[src/rtl/knnmd_pkg.sv]
// Shared constants, command codes and controller/datapath types for the k-NN mean distance block.
package knnmd_pkg;

    // sizing defaults and fixed field widths
    localparam int MAX_POINTS_DEF    = 256;
    localparam int MAX_NEIGHBORS_DEF = 8;
    localparam int COORD_BITS        = 12;
    localparam int DIST_BITS         = 2 * COORD_BITS + 1;
    localparam int ROOT_BITS         = (DIST_BITS + 1) / 2;
    localparam int NC_BITS           = 4;
    localparam int FB_BITS           = 25;
    localparam int IDX_BITS          = 8;
    localparam int CMD_BITS          = 2;
    localparam int STS_BITS          = 2;
    localparam int CFG_IDX_BITS      = 1;

    localparam logic [NC_BITS-1:0] NC_RESET = 4'd5;
    localparam logic [FB_BITS-1:0] FB_RESET = 25'd11520000;

    // command codes
    localparam logic [CMD_BITS-1:0] CMD_LOAD  = 2'd0;
    localparam logic [CMD_BITS-1:0] CMD_QUERY = 2'd1;
    localparam logic [CMD_BITS-1:0] CMD_CLEAR = 2'd2;

    // result status codes
    localparam logic [STS_BITS-1:0] STS_OK    = 2'd0;
    localparam logic [STS_BITS-1:0] STS_FULL  = 2'd1;
    localparam logic [STS_BITS-1:0] STS_NOIDX = 2'd2;

    // configuration register indexes
    localparam logic [CFG_IDX_BITS-1:0] REG_NEIGHBOR_COUNT = 1'd0;
    localparam logic [CFG_IDX_BITS-1:0] REG_FALLBACK_SQ    = 1'd1;

    // commands from controller to datapath
    typedef struct packed {
        logic                load;
        logic                clear;
        logic                fetch;
        logic                scan_init;
        logic                scan_run;
        logic                div_start;
        logic                sq_start;
        logic                res_load;
        logic                res_root;
        logic [STS_BITS-1:0] res_status;
    } t_dp_cmd;

    // status from datapath to controller
    typedef struct packed {
        logic full;
        logic idx_ok;
        logic scan_last;
        logic pipe_empty;
        logic div_done;
        logic sq_done;
    } t_dp_stat;

endpackage

[src/rtl/knnmd_ctrl.sv]
// Controller: command decode, query sequencing and output handshake.
module knnmd_ctrl
    import knnmd_pkg::*;
(
    input  logic                i_clk,
    input  logic                i_rst_n,
    input  logic                i_s_tvalid,
    input  logic [CMD_BITS-1:0] i_cmd_code,
    input  logic                i_m_tready,
    input  t_dp_stat            i_stat,
    output logic                o_s_tready,
    output logic                o_m_tvalid,
    output t_dp_cmd             o_cmd
);

    typedef enum logic [3:0] {
        S_IDLE, S_QLATCH, S_SCAN, S_DRAIN, S_DIV, S_DIVW, S_SQ, S_SQW, S_OUT
    } t_state;

    t_state              r_state, n_state;
    logic                r_m_valid;
    logic                r_use_root, n_use_root;
    logic [STS_BITS-1:0] r_status, n_status;
    logic                accept, out_free;

    assign accept   = i_s_tvalid && (r_state == S_IDLE);
    assign out_free = !r_m_valid || i_m_tready;

    // decode state into datapath commands
    always_comb begin
        o_cmd      = '0;
        n_state    = r_state;
        n_use_root = r_use_root;
        n_status   = r_status;
        unique case (r_state)
            S_IDLE: begin
                if (accept) begin
                    n_state    = S_OUT;
                    n_use_root = 1'b0;
                    n_status   = STS_OK;
                    unique case (i_cmd_code)
                        CMD_LOAD: begin
                            o_cmd.load = 1'b1;
                            if (i_stat.full) begin
                                n_status = STS_FULL;
                            end
                        end
                        CMD_QUERY: begin
                            if (i_stat.idx_ok) begin
                                o_cmd.fetch = 1'b1;
                                n_use_root  = 1'b1;
                                n_state     = S_QLATCH;
                            end else begin
                                n_status = STS_NOIDX;
                            end
                        end
                        CMD_CLEAR: o_cmd.clear = 1'b1;
                        default: ;
                    endcase
                end
            end
            S_QLATCH: begin
                o_cmd.scan_init = 1'b1;
                n_state         = S_SCAN;
            end
            S_SCAN: begin
                o_cmd.scan_run = 1'b1;
                if (i_stat.scan_last) begin
                    n_state = S_DRAIN;
                end
            end
            S_DRAIN: begin
                if (i_stat.pipe_empty) begin
                    n_state = S_DIV;
                end
            end
            S_DIV: begin
                o_cmd.div_start = 1'b1;
                n_state         = S_DIVW;
            end
            S_DIVW: begin
                if (i_stat.div_done) begin
                    n_state = S_SQ;
                end
            end
            S_SQ: begin
                o_cmd.sq_start = 1'b1;
                n_state        = S_SQW;
            end
            S_SQW: begin
                if (i_stat.sq_done) begin
                    n_state = S_OUT;
                end
            end
            S_OUT: begin
                if (out_free) begin
                    o_cmd.res_load   = 1'b1;
                    o_cmd.res_root   = r_use_root;
                    o_cmd.res_status = r_status;
                    n_state          = S_IDLE;
                end
            end
            default: n_state = S_IDLE;
        endcase
    end

    // hold state, result flags and output valid
    always_ff @(posedge i_clk) begin
        if (!i_rst_n) begin
            r_state    <= S_IDLE;
            r_m_valid  <= 1'b0;
            r_use_root <= 1'b0;
            r_status   <= STS_OK;
        end else begin
            r_state    <= n_state;
            r_use_root <= n_use_root;
            r_status   <= n_status;
            if (o_cmd.res_load) begin
                r_m_valid <= 1'b1;
            end else if (i_m_tready) begin
                r_m_valid <= 1'b0;
            end
        end
    end

    assign o_s_tready = (r_state == S_IDLE);
    assign o_m_tvalid = r_m_valid;

endmodule

[config.mk]
export PLATFORM = sky130hd
export DESIGN_NAME = knnmd_ctrl
export DESIGN_NICKNAME = d
export VERILOG_FILES = /design/src/rtl/knnmd_pkg.sv /design/src/rtl/knnmd_ctrl.sv
export SDC_FILE = /design/constraint.sdc
export NUM_CORES = 1
export LEC_CHECK = 0
export ABC_AREA = 0
export BUFFER_PORTS_ARGS = -buffer_cell sky130_fd_sc_hd__buf_4
export CAP_MARGIN = 20
export CORE_AREA = 2 2 39 41
export CTS_CLUSTER_DIAMETER = 40
export DETAILED_ROUTE_END_ITERATION = 8
export DIE_AREA = 0 0 41 43
export PLACE_DENSITY = 0.7
export SLEW_MARGIN = 10
export SYNTH_ARGS = -nofsm -noshare
export SYNTH_HDL_FRONTEND = slang
export SYNTH_SLANG_ARGS = --single-unit
[constraint.sdc]
create_clock -name i_clk -period 3.88 [get_ports i_clk]
set_input_delay 0.388 -clock i_clk [delete_from_list [all_inputs] [get_ports i_clk]]
set_output_delay 0.388 -clock i_clk [all_outputs]
set_load 0.03 [all_outputs]
==> flow_metrics.env, run 1 <==
export IMPL_status="complete, no violations"
export IMPL_leakagePower_uw=0.000304
export IMPL_drcViolationCount=0
export IMPL_die_h_um=43
export IMPL_ys_ff_latch=8
export IMPL_grt_ovfl_total=0
export IMPL_fillers=134
export IMPL_rsz0062_at_grt="no"
export IMPL_hold_path_class="primary input to register"
export IMPL_fin_crit_ns=2.28
export IMPL_dp_slack_ns=1.89
export IMPL_cts_buffers=3
export IMPL_seq_area_frac_synth=0.300
export IMPL_worst_ep_arrival_time_ns=1.89
export IMPL_relSlewSlack=0.724
export IMPL_synth_top_area_cell="dfxtp_1"
export IMPL_synth_common_cells="dfxtp_1 (8), a21oi_1 (7), nor2_1 (6), nor3_1 (5)"
export IMPL_dieArea_mm2=0.00176
export IMPL_dominantRegCellSynth="dfxtp_1"
export IMPL_vias=594
export IMPL_yosysMostFrequentCell="dfxtp_1"
export IMPL_gp_congestion=0.847
export IMPL_wl_mm=1.33
export IMPL_start_kind="register"
export IMPL_synth_xor_area_frac=0
export IMPL_track_usage=0.185
export IMPL_regArea_um2=160
export IMPL_multiInputGateArea_um2=345
export IMPL_max_cap_violations=0
export IMPL_synth_compound_area_frac=0.211
export IMPL_setup_ws_ns=1.60
export IMPL_total_power_uw=258
export IMPL_cts_max_level=1
export IMPL_die_width_um=41
export IMPL_cts_buffer_depth=2
export IMPL_synth_enable_flop_cells=0
export IMPL_required_ns=3.49
export IMPL_dr_pass1_iters=4
export IMPL_drive_gt1_frac=0.344
export IMPL_max_vdd_ir_drop_uv=247
export IMPL_synthSimpleGateAreaFrac=0.393
export IMPL_hold_buffers=0
export IMPL_finalHoldViolCount=0
export IMPL_synth_cells=70
export IMPL_synthTopCellsByArea="dfxtp_1 (30%), a21oi_1 (6.6%), and2_1 (4.7%)"
export IMPL_synth_fa_ha_area_frac=0
export IMPL_antenna_found_initial=0
export IMPL_slew_viol_final=0
export IMPL_worst_pin_slew_ns=0.413
export IMPL_skew_ns=0.00209
export IMPL_synth_top_family_by_area="simple AND/OR/NAND/NOR gates"
export IMPL_initial_utilization=0.386
export IMPL_tritoncts="done"
export IMPL_end_kind="output pin"
export IMPL_hpwl_um=934
export IMPL_placementRows=14
export IMPL_crit_fanout=13
export IMPL_fin_util=0.535
export IMPL_synth_nets=82
export IMPL_critPathLaunch="r_state[1]"
export IMPL_syn_to_final_growth_pct=38.6
export IMPL_async_reset_ff_frac=0
export IMPL_post_cts_buffers=0
export IMPL_layout_nets=107
export IMPL_post_route_period_util=0.587
export IMPL_fmax_ghz=0.439
export IMPL_antenna_cells=0
export IMPL_grt_pass1_wl_mm=2.17
export IMPL_crit_type="register to output pin"
export IMPL_hp_start="i_rst_n"
export IMPL_grt_max_degree=14
export IMPL_viasPerCell=5.45
export IMPL_port_buffer_count=24
export IMPL_drt_iter0_drc=14
export IMPL_insertion_delay_ns=0.26
export IMPL_path_clk_slew_ns=0.06
export IMPL_io_pins=25
export IMPL_core_area_mm2=0.00138
export IMPL_yosys_warnings=0
export IMPL_netlist_area_leader_share=0.300
export IMPL_p_per_area_mw_per_mm2=348
export IMPL_syn_area_per_cell_um2=7.63
export IMPL_routedWlPerCell_um=12.2
export IMPL_cts_resized=0
export IMPL_r2r_start="r_state[1]"
export IMPL_setup_tns_final_ns=0
export IMPL_clock_root_buffer="clkbuf_4"
export IMPL_clkSinkCount=8
export IMPL_hold_slack_ns=0.341
export IMPL_synthMuxAreaShare=0.0422
export IMPL_synth_area_um2=534
export IMPL_finalSetupViolations=0
export IMPL_synth_cell_types=30
export IMPL_postRouteAntennaNets=0
export IMPL_grt_pass1_vias=512
state kept, by name, indices dropped and copies added, names as in the netlist:
name / flops
r_status: 2
r_use_root: 1
r_state: 4
o_m_tvalid: 1
metrics by stage:
step / instances / area [µm²]
floorplan: 70 / 534
finish: 109 / 741
CTS: 109 / 741
detailed placement: 106 / 718
global route: 109 / 741
global placement: 106 / 718
logic make-up after synthesis:
logic type,count (synthesis)
AND/OR/NAND/NOR,36
AO/OA/AOI/OAI,17
flip-flops,8
buffers and inverters,7
multiplexers,2
cell usage in the layout (no fill, tap or decap), types with 2 or more instances in the layout:
cell | Yosys | layout
o21ai_0 | 2 | 2
nor2_1 | 6 | 6
nor3b_1 | 2 | 2
clkbuf_4 | 0 | 3
nand3_1 | 2 | 2
dfxtp_1 | 8 | 8
o32ai_1 | 2 | 2
a21oi_1 | 7 | 7
nand2b_1 | 3 | 3
nor3_1 | 5 | 5
inv_1 | 2 | 2
buf_4 | 0 | 24
or4b_1 | 2 | 2
nand2_1 | 4 | 4
o32a_1 | 2 | 2
mux2_2 | 2 | 2
and2_1 | 4 | 4
worst max-delay path, stage by stage, from the launching register on:
cell and delay (ns):
dfxtp_1 0.43, or4b_1 0.66, nor2b_1 0.23, and2_1 0.16, buf_4 0.15
per-layer routing:
metal	wire length (µm)	GRT usage
met1	654	0.248
met2	562	0.241
met3	95	0.0785
met4	21	0.100
met5	0	0
final timing paths:
kind / end / slack (ns) / cells past startpoint
setup / recovery: o_cmd[2] / 1.60 / 4
hold / removal: r_state[3] / 0.34 / 2
setup reg to reg: r_status[1] / 1.96 / 5
hold reg to reg: r_status[0] / 0.45 / 2
report_power, final:
part | internal [µW] | switching, µW
sequential | 88.0 | 10.4
clock | 35.6 | 31.5
combinational | 40.8 | 51.6
layout make-up:
type                       count  area share
multi-input combinational     55       0.466
timing repair buffer          24       0.243
sequential                     8       0.216
clock buffer                   3      0.0304
tap                           16      0.0270
inverter                       3      0.0169
(Power assumes the default switching activity.)
==> inputs of run 2 (changes only) <==
==> constraint.sdc (replaced) <==
create_clock -name i_clk -period 2.3 [get_ports i_clk]
set_input_delay 0.23 -clock i_clk [delete_from_list [all_inputs] [get_ports i_clk]]
set_output_delay 0.23 -clock i_clk [all_outputs]
set_load 0.03 [all_outputs]
==> flow_metrics.env, run 2 (synthesis gave the netlist of run 1 again) <==
export IMPL_grtUsageMet1=0.244
export IMPL_pwr_share_seq=0.387
export IMPL_required_ns=2.07
export IMPL_postRouteAntennaNets=0
export IMPL_start_kind="register"
export IMPL_track_usage=0.160
export IMPL_max_cap_violations=0
export IMPL_antenna_found_initial=0
export IMPL_grt_max_degree=14
export IMPL_reg2reg_slack_ns=0.42
export IMPL_grt_pass1_vias=484
export IMPL_initial_utilization=0.386
export IMPL_drive_gt1_frac=0.344
export IMPL_port_buffer_count=24
export IMPL_internal_power_uw=277
export IMPL_die_width_um=41
export IMPL_grt_pass1_wl_mm=1.99
export IMPL_clkPwrFrac=0.253
export IMPL_hpwl_um=970
export IMPL_core_area_mm2=0.00138
export IMPL_fillers=139
export IMPL_finalNonFillerCells=109
export IMPL_cts_buffers=3
export IMPL_io_pins=25
export IMPL_tritoncts="done"
export IMPL_largest_registers="r_state (4), r_status (2)"
export IMPL_grt_ovfl_total=0
export IMPL_rsz0062_at_grt="no"
export IMPL_post_cts_buffers=0
export IMPL_grt_use_met2=0.203
export IMPL_placementRows=14
export IMPL_routedWlPerCell_um=11.6
export IMPL_largest_register_ff_count=4
export IMPL_hold_slack_ns=0.194
export IMPL_drcViolationCount=0
export IMPL_crit_fanout=13
export IMPL_crit_type="register to output pin"
export IMPL_finalSetupViolations=0
export IMPL_hold_path_class="primary input to register"
export IMPL_max_vdd_ir_drop_uv=243
export IMPL_syn_to_final_growth_pct=38.6
export IMPL_drt_iter0_drc=11
export IMPL_setup_tns_final_ns=0
export IMPL_worst_ep_arrival_time_ns=1.85
export IMPL_power_frac_comb=0.360
export IMPL_sw_frac_of_total=0.352
export IMPL_use_met3=0.0471
export IMPL_cts_max_level=1
export IMPL_setup_ws_ns=0.219
export IMPL_layout_nets=107
export IMPL_path_clk_slew_ns=0.06
export IMPL_die_h_um=43
export IMPL_post_route_period_util=0.905
export IMPL_mostFrequentLayoutCell="buf_4"
export IMPL_leakagePower_uw=0.000304
export IMPL_end_kind="output pin"
export IMPL_wl_mm=1.26
export IMPL_gp_congestion=0.894
export IMPL_cts_resized=0
export IMPL_dp_slack_ns=0.418
export IMPL_finalHoldViolCount=0
export IMPL_viasPerCell=5.50
export IMPL_relSlewSlack=0.736
export IMPL_fin_crit_ns=2.08
export IMPL_insertion_delay_ns=0.25
export IMPL_largest_register="r_state"
export IMPL_p_per_area_mw_per_mm2=577
export IMPL_slew_viol_final=0
export IMPL_fmax_ghz=0.481
export IMPL_dp_cells=106
export IMPL_skew_ns=0.00832
export IMPL_clock_root_buffer="clkbuf_4"
export IMPL_dieArea_mm2=0.00176
export IMPL_worst_pin_slew_ns=0.396
export IMPL_p_switching_uw=151
export IMPL_fin_util=0.535
export IMPL_clkSinkCount=8
export IMPL_cts_buffer_depth=2
export IMPL_antenna_cells=0
export IMPL_dr_pass1_iters=4
export IMPL_vias=599
export IMPL_hold_buffers=0
export IMPL_grt_busiest_layer="met1"
export IMPL_layout_common_cells="buf_4 (24), dfxtp_1 (8), a21oi_1 (7), nor2_1 (6), nor3_1 (5)"
export IMPL_status="complete, no violations"
==> run 2: cell counts in the layout (fill, tap and decap cells not counted) <==
No cell type changed its count.
==> run 2: routing by layer <==
metal	wire [µm]	up-vias
met4	0	0
met1	588	266
li1	-	308
met5	0	-
met3	86	0
met2	588	25
==> run 2: worst paths after layout <==
kind,start,end,depth (start not counted)
max,r_state[1],o_cmd[2],4
min,i_rst_n,r_state[3],2
max reg2reg,r_state[1],r_status[1],5
min reg2reg,r_status[1],r_status[1],2
==> run 2: power groups by stage <==
stage | sequential, µW | combinational [µW] | clock, µW
finish | 165 | 154 | 108
global route | 168 | 168 | 117
CTS | 165 | 155 | 111
detailed placement | 168 | 155 | 0
global placement | 167 | 155 | 0
floorplan | 160 | 111 | 0
==> run 2: per-stage QoR <==
stage | total power, µW | area, µm²
after floorplan | 271 | 534
after global placement | 323 | 718
final | 428 | 741
after global routing | 454 | 741
after CTS | 432 | 741
after detailed placement | 323 | 718
==> run 2: area by class of cell <==
class | count | area [µm²] | area share
flip-flops and latches | 8 | 160 | 0.216
repair buffers | 24 | 180 | 0.243
multi-input cells | 55 | 345 | 0.466
clock buffers | 3 | 22.5 | 0.0304
inverters | 3 | 12.5 | 0.0169
well taps | 16 | 20.0 | 0.0270
==> run 2: critical path, stage by stage (launching register included) <==
cell and delay, ns:
dfxtp_1 0.42, or4b_1 0.64, nor2b_1 0.23, and2_1 0.16, buf_4 0.15
==> inputs of run 3 (changes only) <==
--- a/config.mk
+++ b/config.mk
@@ -6,13 +6,13 @@
 export NUM_CORES = 1
 export LEC_CHECK = 0
 export ABC_AREA = 0
-export BUFFER_PORTS_ARGS = -buffer_cell sky130_fd_sc_hd__buf_4
+export BUFFER_PORTS_ARGS = -buffer_cell sky130_fd_sc_hd__buf_2
 export CAP_MARGIN = 20
-export CORE_AREA = 2 2 39 41
+export CORE_MARGIN = 2
+export CORE_UTILIZATION = 39
 export CTS_CLUSTER_DIAMETER = 40
 export DETAILED_ROUTE_END_ITERATION = 8
-export DIE_AREA = 0 0 41 43
-export PLACE_DENSITY = 0.7
+export PLACE_DENSITY = 0.72
 export SLEW_MARGIN = 10
 export SYNTH_ARGS = -nofsm -noshare
 export SYNTH_HDL_FRONTEND = slang
==> constraint.sdc (replaced) <==
create_clock -name i_clk -period 1.7 [get_ports i_clk]
set_input_delay 0.17 -clock i_clk [delete_from_list [all_inputs] [get_ports i_clk]]
set_output_delay 0.17 -clock i_clk [all_outputs]
set_load 0.03 [all_outputs]
==> flow_metrics.env, run 3 (synthesis gave the netlist of run 1 again) <==
export IMPL_rsz0062_at_grt="yes"
export IMPL_hold_path_class="primary input to register"
export IMPL_power_frac_comb=0.490
export IMPL_largest_registers="r_state (4), r_status (2)"
export IMPL_syn_to_final_growth_pct=70.3
export IMPL_insertion_delay_ns=0.26
export IMPL_postRouteAntennaNets=0
export IMPL_initial_utilization=0.416
export IMPL_reg2reg_depth=5
export IMPL_status="finished, violations left"
export IMPL_setup_ws_ns=-0.153
export IMPL_crit_type="register to output pin"
export IMPL_internal_power_uw=453
export IMPL_sw_frac_of_total=0.364
export IMPL_worst_r2r_endpoint="r_status[1]"
export IMPL_finalNonFillerCells=121
export IMPL_grt_pass1_vias=646
export IMPL_grt_pass1_wl_mm=2.61
export IMPL_largest_register_ff_count=4
export IMPL_path_clk_slew_ns=0.06
export IMPL_viasPerCell=5.74
export IMPL_antenna_found_initial=0
export IMPL_max_cap_violations=0
export IMPL_largest_register="r_state"
export IMPL_finalHoldViolCount=0
export IMPL_antenna_cells=0
export IMPL_port_buffer_count=24
export IMPL_grt_ovfl_total=0
export IMPL_wl_mm=1.73
export IMPL_layout_common_cells="buf_2 (15), buf_4 (13), buf_6 (9), a21oi_1 (7), nor2_1 (6)"
export IMPL_clkSinkCount=8
export IMPL_vias=695
export IMPL_fin_crit_ns=1.85
export IMPL_r2r_start="r_state[3]"
export IMPL_dr_pass1_iters=4
export IMPL_start_kind="register"
export IMPL_placementRows=13
export IMPL_fillers=93
export IMPL_clock_root_buffer="clkbuf_4"
export IMPL_leakagePower_uw=0.000401
export IMPL_cts_buffers=3
export IMPL_skew_ns=0.00488
export IMPL_p_switching_uw=259
export IMPL_dieArea_mm2=0.00168
export IMPL_grt_max_degree=9
export IMPL_violations="negative setup slack"
export IMPL_drt_iter0_drc=16
export IMPL_cts_buffer_depth=2
export IMPL_cts_max_level=1
export IMPL_die_h_um=41.0
export IMPL_track_usage=0.245
export IMPL_gp_congestion=0.878
export IMPL_fmax_ghz=0.540
export IMPL_core_area_mm2=0.00128
export IMPL_dp_cells=113
export IMPL_mostFrequentLayoutCell="buf_2"
export IMPL_layout_nets=120
export IMPL_relSlewSlack=0.702
export IMPL_p_per_area_mw_per_mm2=782
export IMPL_min_to="r_state[3]"
export IMPL_routedWlPerCell_um=14.3
export IMPL_drcViolationCount=0
export IMPL_drive_gt1_frac=0.557
export IMPL_slew_viol_final=0
export IMPL_post_route_period_util=1.09
export IMPL_clkPwrFrac=0.210
export IMPL_crit_fanout=3
export IMPL_die_width_um=41.0
export IMPL_io_pins=25
export IMPL_tritoncts="done"
export IMPL_hp_start="i_rst_n"
export IMPL_pwr_share_seq=0.300
export IMPL_max_vdd_ir_drop_uv=372
export IMPL_worst_pin_slew_ns=0.445
export IMPL_required_ns=1.53
export IMPL_worst_ep_arrival_time_ns=1.68
export IMPL_end_kind="output pin"
export IMPL_hpwl_mm=1.18
export IMPL_hold_slack_ns=0.132
export IMPL_fin_util=0.708
export IMPL_whs_path_depth=2
export IMPL_finalSetupViolations=6
export IMPL_reg2reg_slack_ns=0.01
-- run 3: cell count changes in the layout (fill, tap and decap cells not counted), sizes merged --
cell  delta
buf     +13
-- run 3: power by group through the flow --
stage,Combinational [µW],Clock [µW],Sequential (µW)
after global placement,261,0,217
after floorplan,171,0,218
after global routing,372,163,215
after CTS,315,156,212
final,349,149,213
after detailed placement,266,0,217
-- run 3: cell type report --
type / count / area (µm²) / area share
sequential: 8 / 168 / 0.184
clock buffer: 3 / 22.5 / 0.0248
multi-input combinational: 55 / 410 / 0.451
inverter: 3 / 16.3 / 0.0179
tap: 15 / 18.8 / 0.0206
timing repair buffer: 37 / 274 / 0.301
-- run 3: how the worst max path moves through the flow --
stage               start     endpoint  slack, ns
6_report       r_state[3]    o_cmd[10]      -0.15
5_1_grt        r_state[1]     o_cmd[8]      -0.20
4_1_cts        r_state[1]     o_cmd[8]      -0.13
3_5_place_dp   r_state[1]  r_status[1]       0.04
3_3_place_gp   r_state[1]  r_status[1]       0.05
2_1_floorplan  r_state[0]     o_cmd[7]      -0.11
-- run 3: repair_timing --
action                     in CTS  in global routing
resized for setup              18                 11
pin swaps                       2                  4
setup buffers                   5                  1
setup endpoints to repair       7                 13
hold buffers                    0                  0
gates cloned                    0                  0
-- run 3: per-stage QoR --
| stage | total power (µW) | setup slack (ns) | setup TNS [ns] | cell area [µm²] |
|---|---|---|---|---|
| floorplan | 388 | -0.105 | -0.213 | 578 |
| global route | 751 | -0.196 | -1.12 | 910 |
| CTS | 683 | -0.134 | -0.514 | 876 |
| finish | 711 | -0.153 | -0.640 | 910 |
| detailed placement | 483 | 0.0359 | 0 | 761 |
| global placement | 477 | 0.0467 | 0 | 761 |
-- run 3: routing by layer --
metal / vias up / share of wire / global-route usage
met5: - / 0 / 0
met3: 9 / 0.064 / 0.0489
li1: 338 / - / -
met1: 317 / 0.43 / 0.291
met2: 31 / 0.46 / 0.383
met4: 0 / 0.042 / 0.183
-- run 3: critical path, stage by stage (launching register included) --
cell      delay, ns
dfxtp_2        0.33
or4_4          0.57
clkinv_4       0.08
nand2_4        0.05
buf_6          0.12
nor3_2         0.09
buf_4          0.18
